$ cat config.mk
export PLATFORM = sky130hd
export DESIGN_NAME = set_key_field_parser
export DESIGN_NICKNAME = d
export VERILOG_FILES = /design/src/design/skfp_pkg.sv /design/src/design/set_key_field_parser.sv
export SDC_FILE = /design/constraint.sdc
export NUM_CORES = 1
export LEC_CHECK = 0
export BUFFER_PORTS_ARGS = -buffer_cell sky130_fd_sc_hd__buf_2
export CORE_MARGIN = 2
export CORE_UTILIZATION = 50
export DETAILED_ROUTE_END_ITERATION = 10
export GPL_TIMING_DRIVEN = 0
export PLACE_DENSITY = 0.7
export SLEW_MARGIN = 15
export SYNTH_ARGS = -nofsm -noshare
export SYNTH_HDL_FRONTEND = slang
export SYNTH_SLANG_ARGS = --single-unit
export TNS_END_PERCENT = 1
$ cat constraint.sdc
create_clock -name aclk -period 10.71 [get_ports aclk]
set_input_delay 1.6065 -clock aclk [delete_from_list [all_inputs] [get_ports aclk]]
set_output_delay 1.6065 -clock aclk [all_outputs]
set_load 0.01 [all_outputs]
$ cat src/design/skfp_pkg.sv
package skfp_pkg;

    // Parse phases; each code equals the byte role reported for that phase
    localparam logic [3:0] PH_NAMELEN  = 4'd0;
    localparam logic [3:0] PH_NAME     = 4'd1;
    localparam logic [3:0] PH_TYPE     = 4'd2;
    localparam logic [3:0] PH_ELEMLEN  = 4'd3;
    localparam logic [3:0] PH_ELEM     = 4'd4;
    localparam logic [3:0] PH_ACTORLEN = 4'd5;
    localparam logic [3:0] PH_ACTOR    = 4'd6;
    localparam logic [3:0] PH_COUNTER  = 4'd7;
    localparam logic [3:0] PH_IGNORED  = 4'd8;

    // Key type codes
    localparam logic [2:0] TYPE_NONE      = 3'd0;
    localparam logic [2:0] TYPE_CLOCK     = 3'd1;
    localparam logic [2:0] TYPE_TOMBSTONE = 3'd2;
    localparam logic [2:0] TYPE_ELEMENT   = 3'd3;
    localparam logic [2:0] TYPE_END       = 3'd4;
    localparam logic [2:0] TYPE_INVALID   = 3'd5;

    // Type byte values
    localparam logic [7:0] CHAR_CLOCK     = 8'h63;
    localparam logic [7:0] CHAR_TOMBSTONE = 8'h64;
    localparam logic [7:0] CHAR_ELEMENT   = 8'h65;
    localparam logic [7:0] CHAR_END       = 8'h7a;

    localparam int unsigned RESULT_W = 200;

    typedef logic [RESULT_W-1:0] result_t;

endpackage

$ cat src/design/set_key_field_parser.sv
// Stored-key field parser.
// Slave channel (s_*): one key byte per transfer in s_tdata, s_tlast on the
// final byte of a key. Master channel (m_*): one result per key byte giving
// the byte's role and offset within its field and the key type seen so far;
// m_tlast marks the result of the key's last byte, which also carries the
// status, the decoded lengths and the counter (these are zero otherwise).
// An accepted byte reaches its result on m_* through an input register and a
// result register. Throughput: one byte per cycle while the receiver does not
// stall; the single phase update between the two registers sets that figure.
// When the receiver stalls, the result register holds and the input register
// takes one more byte before s_tready drops.
// Reset (aresetn low, synchronous) empties both registers and returns the
// parser to the start of a key; after each last byte it also starts afresh.
module set_key_field_parser
    import skfp_pkg::*;
(
    input  logic                aclk,
    input  logic                aresetn,
    input  logic                s_tvalid,
    output logic                s_tready,
    input  logic [7:0]          s_tdata,   // [7:0] key_byte
    input  logic                s_tlast,   // key_last
    output logic                m_tvalid,
    input  logic                m_tready,
    output logic [RESULT_W-1:0] m_tdata,   // [3:0] byte_role, [35:4] byte_offset,
                                           // [38:36] key_type, [39] key_status,
                                           // [71:40] name_length,
                                           // [103:72] element_length,
                                           // [135:104] actor_length,
                                           // [199:136] counter_value
    output logic                m_tlast    // key_done
);

    logic        in_vld_reg;
    logic [7:0]  in_byte_reg;
    logic        in_last_reg;

    logic        out_vld_reg;
    result_t     out_data_reg;
    logic        out_last_reg;

    logic [3:0]  phase_reg, phase_next;
    logic [31:0] pos_reg, pos_next;
    logic [31:0] flen_reg, flen_next;
    logic [63:0] cnt_reg, cnt_next;
    logic [2:0]  type_reg, type_next;
    logic [31:0] nlen_reg, nlen_next;
    logic [31:0] elen_reg, elen_next;
    logic [31:0] alen_reg, alen_next;

    logic        out_free;
    logic        move;
    logic [3:0]  ph;
    logic [4:0]  len_sh;
    logic [5:0]  cnt_sh;
    logic [31:0] byte_w;
    logic        complete;
    result_t     result;

    assign out_free = !out_vld_reg || m_tready;
    assign move     = in_vld_reg && out_free;
    assign s_tready = !in_vld_reg || out_free;

    assign m_tvalid = out_vld_reg;
    assign m_tdata  = out_data_reg;
    assign m_tlast  = out_last_reg;

    always_comb begin
        phase_next = phase_reg;
        pos_next   = pos_reg;
        flen_next  = flen_reg;
        cnt_next   = cnt_reg;
        type_next  = type_reg;
        nlen_next  = nlen_reg;
        elen_next  = elen_reg;
        alen_next  = alen_reg;

        ph       = (phase_reg > PH_IGNORED) ? PH_IGNORED : phase_reg;
        len_sh   = {pos_reg[1:0], 3'b000};
        cnt_sh   = {pos_reg[2:0], 3'b000};
        byte_w   = {24'd0, in_byte_reg};
        if (phase_reg > PH_IGNORED) begin
            phase_next = PH_IGNORED;
        end

        case (ph)
            PH_NAMELEN: begin
                nlen_next = nlen_reg | (byte_w << len_sh);
                if (pos_reg >= 32'd3) begin
                    pos_next   = '0;
                    flen_next  = nlen_next;
                    phase_next = (nlen_next == '0) ? PH_TYPE : PH_NAME;
                end else begin
                    pos_next = pos_reg + 32'd1;
                end
            end
            PH_ELEMLEN: begin
                elen_next = elen_reg | (byte_w << len_sh);
                if (pos_reg >= 32'd3) begin
                    pos_next   = '0;
                    flen_next  = elen_next;
                    phase_next = (elen_next == '0) ? PH_ACTORLEN : PH_ELEM;
                end else begin
                    pos_next = pos_reg + 32'd1;
                end
            end
            PH_ACTORLEN: begin
                alen_next = alen_reg | (byte_w << len_sh);
                if (pos_reg >= 32'd3) begin
                    pos_next   = '0;
                    flen_next  = alen_next;
                    phase_next = (alen_next == '0) ? PH_COUNTER : PH_ACTOR;
                end else begin
                    pos_next = pos_reg + 32'd1;
                end
            end
            PH_NAME, PH_ELEM: begin
                pos_next = pos_reg + 32'd1;
                if (pos_next >= flen_reg) begin
                    pos_next   = '0;
                    phase_next = (ph == PH_NAME) ? PH_TYPE : PH_ACTORLEN;
                end
            end
            PH_TYPE: begin
                pos_next = '0;
                if (in_byte_reg inside {CHAR_CLOCK, CHAR_TOMBSTONE}) begin
                    type_next  = (in_byte_reg == CHAR_CLOCK) ? TYPE_CLOCK : TYPE_TOMBSTONE;
                    flen_next  = '0;
                    phase_next = PH_ACTOR;
                end else if (in_byte_reg == CHAR_ELEMENT) begin
                    type_next  = TYPE_ELEMENT;
                    phase_next = PH_ELEMLEN;
                end else begin
                    type_next  = (in_byte_reg == CHAR_END) ? TYPE_END : TYPE_INVALID;
                    phase_next = PH_IGNORED;
                end
            end
            PH_ACTOR: begin
                pos_next = pos_reg + 32'd1;
                if (type_reg == TYPE_ELEMENT) begin
                    if (pos_next >= flen_reg) begin
                        pos_next   = '0;
                        phase_next = PH_COUNTER;
                    end
                end else begin
                    // clock and tombstone keys: count the actor bytes
                    alen_next = alen_reg + 32'd1;
                end
            end
            PH_COUNTER: begin
                cnt_next = cnt_reg | ({56'd0, in_byte_reg} << cnt_sh);
                if (pos_reg >= 32'd7) begin
                    pos_next   = '0;
                    phase_next = PH_IGNORED;
                end else begin
                    pos_next = pos_reg + 32'd1;
                end
            end
            default: begin
                pos_next = pos_reg + 32'd1;
            end
        endcase

        if (type_next == TYPE_NONE) begin
            complete = 1'b0;
        end else if (type_next == TYPE_ELEMENT) begin
            complete = (phase_next == PH_IGNORED);
        end else begin
            complete = 1'b1;
        end

        result          = '0;
        result[3:0]     = ph;
        result[35:4]    = pos_reg;
        result[38:36]   = type_next;
        if (in_last_reg) begin
            result[39]      = !complete;
            result[71:40]   = nlen_next;
            result[103:72]  = elen_next;
            result[135:104] = alen_next;
            result[199:136] = cnt_next;
            // start the next key from scratch
            phase_next = PH_NAMELEN;
            pos_next   = '0;
            flen_next  = '0;
            cnt_next   = '0;
            type_next  = TYPE_NONE;
            nlen_next  = '0;
            elen_next  = '0;
            alen_next  = '0;
        end
    end

    always_ff @(posedge aclk) begin
        if (!aresetn) begin
            in_vld_reg  <= 1'b0;
            out_vld_reg <= 1'b0;
            phase_reg   <= PH_NAMELEN;
            pos_reg     <= '0;
            flen_reg    <= '0;
            cnt_reg     <= '0;
            type_reg    <= TYPE_NONE;
            nlen_reg    <= '0;
            elen_reg    <= '0;
            alen_reg    <= '0;
        end else begin
            if (s_tvalid && s_tready) begin
                in_vld_reg <= 1'b1;
            end else if (move) begin
                in_vld_reg <= 1'b0;
            end
            if (move) begin
                out_vld_reg <= 1'b1;
                phase_reg   <= phase_next;
                pos_reg     <= pos_next;
                flen_reg    <= flen_next;
                cnt_reg     <= cnt_next;
                type_reg    <= type_next;
                nlen_reg    <= nlen_next;
                elen_reg    <= elen_next;
                alen_reg    <= alen_next;
            end else if (m_tready) begin
                out_vld_reg <= 1'b0;
            end
        end
    end

    always_ff @(posedge aclk) begin
        if (s_tvalid && s_tready) begin
            in_byte_reg <= s_tdata;
            in_last_reg <= s_tlast;
        end
        if (move) begin
            out_data_reg <= result;
            out_last_reg <= in_last_reg;
        end
    end

`ifndef SYNTHESIS
    // a last byte always returns the parser to the start of a key
    assert property (@(posedge aclk) disable iff (!aresetn)
        (move && in_last_reg) |=> (phase_reg == PH_NAMELEN && pos_reg == '0
            && type_reg == TYPE_NONE))
        else $error("parser state not cleared after last byte");

    // summary fields are zero except on the last result of a key
    assert property (@(posedge aclk) disable iff (!aresetn)
        (m_tvalid && !m_tlast) |-> (m_tdata[RESULT_W-1:39] == '0))
        else $error("summary fields set on a result that is not last");

    // reported role never goes beyond the ignored code
    assert property (@(posedge aclk) disable iff (!aresetn)
        m_tvalid |-> (m_tdata[3:0] <= PH_IGNORED))
        else $error("byte role out of range");

    // phases past the type byte only occur once a type has been seen
    assert property (@(posedge aclk) disable iff (!aresetn)
        (phase_reg == PH_ELEMLEN || phase_reg == PH_ELEM || phase_reg == PH_ACTORLEN
            || phase_reg == PH_ACTOR || phase_reg == PH_COUNTER) |-> (type_reg != TYPE_NONE))
        else $error("data phase entered without a type");
`endif

endmodule

==> results of run 1 <==
[synth_stat cells (all sizes together) (8+ instances only)]
cell type,count
a211oi,12
xnor2,15
mux2i,8
nor4,36
buf,26
nand2,152
nand3,21
nor3,55
a31oi,53
inv,42
edfxtp,210
a22o,23
and2,46
and3,28
dfxtp,233
o21ai,32
o21a,23
nand4,28
a21oi,184
a22oi,77
or4,38
a21boi,33
and4,8
ha,34
nor2,310
nor2b,90
a221oi,38
xor2,11
clkbuf,173
[report_power, final]
part	total, uW	internal, uW	switching [uW]
combinational	204	53.8	151
clock	1570	887	683
sequential	1820	1800	15.1
[metrics by stage]
step | setup TNS (ns) | utilization
after floorplan | 0 | -
after global placement | -0.396 | 0.552
after detailed placement | 0 | 0.554
after CTS | 0 | 0.591
after global routing | 0 | 0.591
final | 0 | 0.591
[path summary, 6_finish.rpt]
path                       to  slack (ns)
hold reg to reg   m_tdata[17]        0.44
setup reg to reg  pos_reg[10]        4.61
hold / removal    m_tdata[17]        0.44
setup / recovery  pos_reg[10]        4.61
[critical path, stage by stage (launching register included)]
cell	delay [ns]
dfxtp_1	0.42
buf_2	0.31
nand3_1	0.23
or4_1	0.46
buf_2	0.18
or4_4	0.51
buf_6	0.15
o21a_1	0.19
or2_2	0.32
ha_1	0.31
nand4_1	0.14
nor4_1	0.48
nand2_1	0.14
a311oi_1	0.91
o21ai_1	0.50
clkbuf_1	0.41
a22o_1	0.33
[metal layers]
layer	up-vias	GRT usage
li1	8264	-
met1	8836	0.454
met2	1026	0.549
met3	220	0.0651
met4	0	0.173
met5	-	0
[final cells by class]
cell class / instances / area, um2
antenna: 1 / 2.50
buffer: 199 / 772
clock buffer: 58 / 1230
clock inverter: 26 / 234
fill: 3504 / 16300
inverter: 42 / 158
multi-input combinational: 1440 / 8410
sequential: 443 / 11000
tap: 525 / 657
timing repair buffer: 218 / 1150
[cells by family after synthesis]
group                    synth area share
AO/OA/AOI/OAI                       0.172
XOR/XNOR                           0.0112
adder cells (fa/ha/maj)            0.0210
buffers and inverters              0.0456
flip-flops                          0.540
multiplexers                      0.00616
AND/OR/NAND/NOR                     0.203
==> flow_summary.ini, run 1 <==
[outcome]
status = complete, no violations

[layout]
final_cell_mix = nor2_1, dfxtp_1, buf_2, edfxtp_1, a21oi_1
area_growth_pct = 16.1
layoutNonFillerInstCount = 2952
mostFrequentLayoutCell = nor2_1
largest_register_ffs = 200
drive_above_1_share = 0.129
fin_nets = 2436
design_area_um2 = 23600

[logic_synthesis]
netlist_instances = 2124
synth_seq_cells = 443
syn_area_per_cell_um2 = 9.56
yosysTopAreaCell = edfxtp_1
syn_nets = 2171
synth_top_area_share = 0.311
netlist_area_um2 = 20300
synth-edff-count = 210
synthArstFlopShare = 0
synth_warnings = 0
synthFlopType = dfxtp_1
synthTopCellsByArea = edfxtp_1, dfxtp_1, nor2_1
yosysSeqAreaShare = 0.540
ys_types = 69

[placed_design]
pre_cts_ws_ns = 4.82
dp.cells = 2867
place_area_um2 = 22100
numPortBuffers = 215
hpwlAfterDp_mm = 56.4
gp_congestion = 1.02

[cts]
cts_resized = 0
ctsLongestPathBuffers = 3
cts_sinks = 443
holdBufCountCts = 0
cts_root_buffer = clkbuf_16
insertion_delay_ns = 0.59
post_cts_buffers = 0
h-tree-depth = 2
cts_tree = built
cts-buffers-inserted = 45
clkTransAtPathRegs_ns = 0.06

[flow_run]
maxCapViolCount = 0

[timing]
relSlewSlack = 0.167
tightest_slew_ns = 1.25
period_needed_ns = 6.10
setup_viol = 0
slew_viol_final = 0
setup_slack_ns = 4.61
fin_skew_ns = 0.0201
fin_crit_sh = 0.570
rsz0062_at_grt = no
clock.fmax_mhz = 164
hold-worst-slack_ns = 0.437
finalHoldViolCount = 0

[global_routing]
grt_pass1_vias = 17200
antenna_found_initial = 0
grt_pass1_wl_mm = 107
grt_max_degree = 64
overflow = 0
gr-usage-all-layers = 0.346

[critical_path]
required_ns = 11.19
critPathLaunchType = flip-flop
crit_fanout = 10
cp.arrival_ns = 6.58
r2r-start = pos_reg[0]
endpoint_kind = flip-flop
crit_start = pos_reg[0]
rr_worst_depth = 16
worstSetupPathType = reg2reg

[die]
fp.dieH_um = 206
die-area_um2 = 42200
core_um2 = 39900
rows = 73
die_w_um = 206
start_util = 0.509
ios = 216

[min_path]
min_path_cells = 0
hp-class = reg2reg
min_from = pos_reg[13]

[routing]
route.detailed.wl_per_inst_um = 25.2
top_layer = met4
antenna_left = 0
wl_met3_mm = 6.60
dr.pass1.iters = 8
drt_iter0_drc = 1876
drt_wl_total_mm = 74.4
dr_wl_met2_mm = 33.7
vias = 18300
wl_met1_mm = 30.1
drcViolationCount = 0
vias_per_cell = 6.21

[power]
power_density_nw_per_um2 = 152
cellLeakagePower_uw = 0.00855
peakVddDrop_mv = 0.104
power_uw = 3600
Power figures use the tool's default switching activity.
==> inputs of run 2 (changes only) <==
- ABC_AREA: default -> 1
- PLACE_DENSITY: 0.7 -> 0.72
- clock period: 10.71 -> 5.2 ns (I/O delays scaled with it)
==> flow_summary.ini, run 2 <==
[outcome]
status = complete, no violations

[critical_path]
crit_top_cell = nand2_1
crit_chain = buf_4 -> nand2_1 -> nor2_4 -> nand3_2 -> nor3_2 -> nand2_1 -> nor3_2 -> nand2_1 -> xor2_1 -> inv_1 -> ha_1 -> a21oi_1 -> o21ai_0 -> nand2_1 -> nand3_1 -> a21oi_1 -> nand2_1 -> nand2_1 -> nand2_1 -> nand3_2 -> buf_6 -> nand3_1 -> a21oi_1
path_depth = 23
rr_worst_depth = 23
endpoint_kind = flip-flop
crit_path_end = pos_reg[27]
r2r-start = pos_reg[0]
worstSetupPathType = reg2reg
cpMaxStageDelayCell = nor3_2
crit_fanout = 10
r2r-end = pos_reg[27]
required_ns = 5.70
r2r_slack_ns = 0.84
max_stage_delay_ns = 0.45
crit_buf_inv = 3
cp_top_family = simple AND/OR/NAND/NOR gates
cp.arrival_ns = 4.87
crit_start = pos_reg[0]
critPathLaunchType = flip-flop

[layout]
fin_nets = 3002
diodes = 0
fin_util = 0.585
mostFrequentLayoutCell = nand2_1
area_growth_pct = 15.8
drive_above_1_share = 0.135
final_cell_mix = nand2_1, nor2_1, inv_1, buf_2, dfxtp_1
largest_register_ffs = 200

[cts]
cts_sinks = 443
post_cts_buffers = 0
cts_tree = built
cts-buffers-inserted = 46
clkTransAtPathRegs_ns = 0.06
ctsLongestPathBuffers = 3
h-tree-depth = 2
cts_resized = 0
cts_root_buffer = clkbuf_16
holdBufCountCts = 0
insertion_delay_ns = 0.60

[routing]
vias = 20400
drt_wl_total_mm = 78.7
drt_iter0_drc = 2282
dr.pass1.iters = 8
vias_per_cell = 5.69
drcViolationCount = 0
antenna_left = 0
route.detailed.wl_per_inst_um = 22.0

[die]
start_util = 0.505
fp.dieH_um = 212
rows = 76
die_w_um = 212
core_um2 = 43000
die-area_um2 = 45100
ios = 216

[logic_synthesis]
synth_warnings = 0
synth_simple_gate_area_frac = 0.242
yosysTopAreaCell = edfxtp_1
synth_top_area_share = 0.290
synth.mux.area_fraction = 0
synthFlopType = dfxtp_1
synthAdderAreaFrac = 0.0196
synth_xor_area_frac = 0.0109
synth_seq_cells = 443
netlist_instances = 2691
synthTopCellsByArea = edfxtp_1, dfxtp_1, nand2_1
ys_types = 52
synth_top_family_by_area = simple AND/OR/NAND/NOR gates
yosysSeqAreaShare = 0.505
netlist_area_um2 = 21700
yosysMostFrequentCell = nand2_1
synth-compound-area-share = 0.141
synthArstFlopShare = 0
synth-edff-count = 210
syn_nets = 2738
syn_area_per_cell_um2 = 8.07
synth_common_cells = nand2_1, nor2_1, inv_1, dfxtp_1, edfxtp_1

[power]
cellLeakagePower_uw = 0.0103
power_uw = 7740
peakVddDrop_mv = 0.325
power_density_nw_per_um2 = 308

[global_routing]
antenna_found_initial = 0
grt_pass1_wl_mm = 115
grt_pass1_vias = 18800
overflow = 0
grt_max_degree = 84
gr-usage-all-layers = 0.345

[flow_run]
maxCapViolCount = 0

[timing]
tightest_slew_ns = 1.25
fin_crit_sh = 0.839
fin_skew_ns = 0.0194
slew_viol_final = 0
finalHoldViolCount = 0
rsz0062_at_grt = no
relSlewSlack = 0.167
clock.fmax_mhz = 229
setup_viol = 0
period_needed_ns = 4.36

[placed_design]
numPortBuffers = 214
gp_congestion = 0.999
hpwlAfterDp_mm = 61.3

[min_path]
hp-class = in2reg
min_path_cells = 1
[run 2: cell type report]
| class | count | area (um2) |
|---|---|---|
| Clock buffer | 56 | 1230 |
| Multi-Input combinational cell | 1813 | 8980 |
| Buffer | 147 | 699 |
| Inverter | 288 | 1080 |
| Timing Repair Buffer | 216 | 1130 |
| Tap cell | 585 | 732 |
| Clock inverter | 30 | 333 |
| Fill cell | 3939 | 17800 |
| Sequential cell | 443 | 11000 |
[run 2: worst min-delay path by stage]
stage / slack (ns) / endpoint / from
2_1_floorplan: 0.41 / m_tdata[23] / pos_reg[19]
3_3_place_gp: 0.41 / m_tdata[23] / pos_reg[19]
3_5_place_dp: 0.41 / m_tdata[23] / pos_reg[19]
4_1_cts: 0.34 / in_byte_reg[3] / s_tdata[3]
5_1_grt: 0.36 / in_byte_reg[7] / s_tdata[7]
6_report: 0.36 / in_byte_reg[3] / s_tdata[3]
[run 2: metrics by stage]
step                setup WS, ns  cells  hold slack, ns  TNS (ns)  instance area (um2)
global placement          -0.405   3490           0.412    -73.10                23500
detailed placement         0.912   3492           0.413         0                23600
global route               0.443   3578           0.360         0                25200
finish                     0.837   3578           0.363         0                25200
floorplan                  0.983   2691           0.406         0                21700
CTS                        0.887   3578           0.340         0                25200
[run 2: worst register-to-register path: cells and delay by family, from the launching register on]
family                     cells  cell delay (ns)
AOI/OAI and AO/OA              4             0.72
xor gates and xnor gates       1             0.15
adders and majority gates      1             0.29
buffers and inverters          3             0.50
DFF                            1             0.41
and+or+nand+nor               14             2.17
[run 2: report_power, final]
part / switching (uW) / internal, uW
Combinational: 394 / 127
Sequential: 33.1 / 3730
Clock: 1450 / 2000
Total: 1880 / 5850
[run 2: per-layer routing]
layer / track usage / share of wire
met2: 0.534 / 0.44
met5: 0 / 0
met4: 0.158 / 0.046
met3: 0.0552 / 0.079
met1: 0.476 / 0.43
[run 2: cell families after synthesis]
family	count (synthesis)
AO/OA/AOI/OAI	496
adder cells (fa/ha/maj)	34
buffers and inverters	435
flip-flops	443
XOR/XNOR	27
AND/OR/NAND/NOR	1256
==> inputs of run 3 (changes only) <==
- clock period: 5.2 -> 3.9 ns (I/O delays scaled with it)
==> flow_summary.ini, run 3 (same netlist as run 2, synthesis figures left out) <==
[routing]
drt_wl_total_mm = 78.9
vias = 20400
dr.pass1.iters = 7
route.detailed.wl_per_inst_um = 22.0
antenna_left = 0
drt_iter0_drc = 2112
drcViolationCount = 0
vias_per_cell = 5.67

[critical_path]
worstSetupPathType = reg2reg
max_stage_delay_ns = 0.39
cpMaxStageDelayCell = or3_1
required_ns = 4.42
crit_chain = clkbuf_2 -> nand2_1 -> nor2_2 -> nand4_1 -> or3_1 -> xor2_1 -> inv_1 -> ha_1 -> a21oi_1 -> nor2_1 -> nor2_1 -> nand3_1 -> a21oi_4 -> nand2_2 -> nand2_1 -> nand2_2 -> nand3_4 -> clkbuf_16 -> nand3_1 -> a21oi_1
crit_fanout = 8
rr_worst_depth = 20
endpoint_kind = flip-flop
cp.arrival_ns = 4.20
critPathLaunchType = flip-flop

[min_path]
min_path_cells = 1
hp-class = in2reg

[timing]
setup_viol = 0
period_needed_ns = 3.67
finalSetupTns_ns = 0
relSlewSlack = 0.183
fin_skew_ns = 0.0203
finalHoldViolCount = 0
clock.fmax_mhz = 272
tightest_slew_ns = 1.23
slew_viol_final = 0
fin_crit_sh = 0.941

[cts]
cts-buffers-inserted = 46
clkTransAtPathRegs_ns = 0.06
cts_root_buffer = clkbuf_16
h-tree-depth = 2
cts_sinks = 443
cts_tree = built
insertion_delay_ns = 0.61
ctsLongestPathBuffers = 3

[layout]
layoutNonFillerInstCount = 3591
area_growth_pct = 17.0
design_area_um2 = 25400
mostFrequentLayoutCell = nand2_1
fillCellCount = 3915
fin_nets = 3015
diodes = 0
final_cell_mix = nand2_1, nor2_1, inv_1, buf_2, dfxtp_1
drive_above_1_share = 0.147
largest_register_ffs = 200

[placed_design]
hpwlAfterDp_mm = 60.8
dp.cells = 3491
numPortBuffers = 214
gp_congestion = 0.986
place_area_um2 = 23600

[die]
die-area_um2 = 45100
core_um2 = 43000
rows = 76
start_util = 0.505
ios = 216
fp.dieH_um = 212
die_w_um = 212

[global_routing]
overflow = 0
grt_pass1_vias = 18800
gr-usage-all-layers = 0.347
antenna_found_initial = 1
grt_pass1_wl_mm = 116
grt_max_degree = 127

[power]
power_density_nw_per_um2 = 400
power_frac_clock = 0.438
internal_power_uw = 7670
p_comb_frac = 0.069
swShare = 0.246
peakVddDrop_mv = 0.394
cellLeakagePower_uw = 0.0105
power_switching_uw = 2500
pwr-share-seq = 0.493

[flow_run]
maxCapViolCount = 0

[outcome]
status = complete, no violations
[run 3: layout make-up]
cell class,count,area [um2],area share
plain buffers,147,741,0.0291
clock buffers,66,1330,0.0523
clock inverters,20,186,0.00733
repair buffers,229,1240,0.0487
flip-flops and latches,443,11000,0.432
inverters,288,1080,0.0426
multi-input cells,1813,9130,0.359
well taps,585,732,0.0288
[run 3: what timing repair did]
item,in CTS,in global routing
gates cloned,0,2
endpoints found under the setup margin,34,34
pin swaps,3,15
resized for setup,9,39
setup buffers,2,10
hold buffers,0,0
[run 3: final timing paths]
check / from / slack [ns] / end
hold / removal: s_tdata[1] / 0.15 / in_byte_reg[1]
hold reg to reg: pos_reg[12] / 0.43 / m_tdata[16]
setup reg to reg: pos_reg[12] / 0.23 / pos_reg[23]
setup / recovery: pos_reg[12] / 0.23 / pos_reg[23]
[run 3: routing by layer]
metal  vias up  wire length (um)  track usage
li1       9599                 -            -
met1      9636             33900        0.484
met2       963             34600        0.531
met3       161              6620       0.0548
met4         0              3680        0.157
met5         -                 0            0
[run 3: stage by stage]
stage	hold slack [ns]	total power (uW)	utilization	setup slack (ns)
floorplan	0.406	5490	-	0.880
global placement	0.412	5780	0.547	-0.404
detailed placement	0.421	5790	0.548	-0.450
CTS	0.133	10200	0.585	0.00225
global route	0.148	10400	0.591	-0.0788
finish	0.147	10200	0.591	0.229
[run 3: power by group through the flow]
stage          clock [uW]  combinational [uW]  sequential [uW]
2_1_floorplan           0                 330             5160
3_3_place_gp            0                 661             5120
3_5_place_dp            0                 675             5120
4_1_cts              4500                 679             5020
5_1_grt              4650                 751             5020
6_report             4450                 702             5020
[run 3: worst max-delay path, delay by kind of cell, from the launching register on]
| family | cells | cell delay [ns] |
|---|---|---|
| flops | 1 | 0.32 |
| fa+ha+maj | 1 | 0.29 |
| xor+xnor | 1 | 0.14 |
| buf+inv | 3 | 0.50 |
| compound gates | 3 | 0.55 |
| simple gates | 12 | 1.77 |
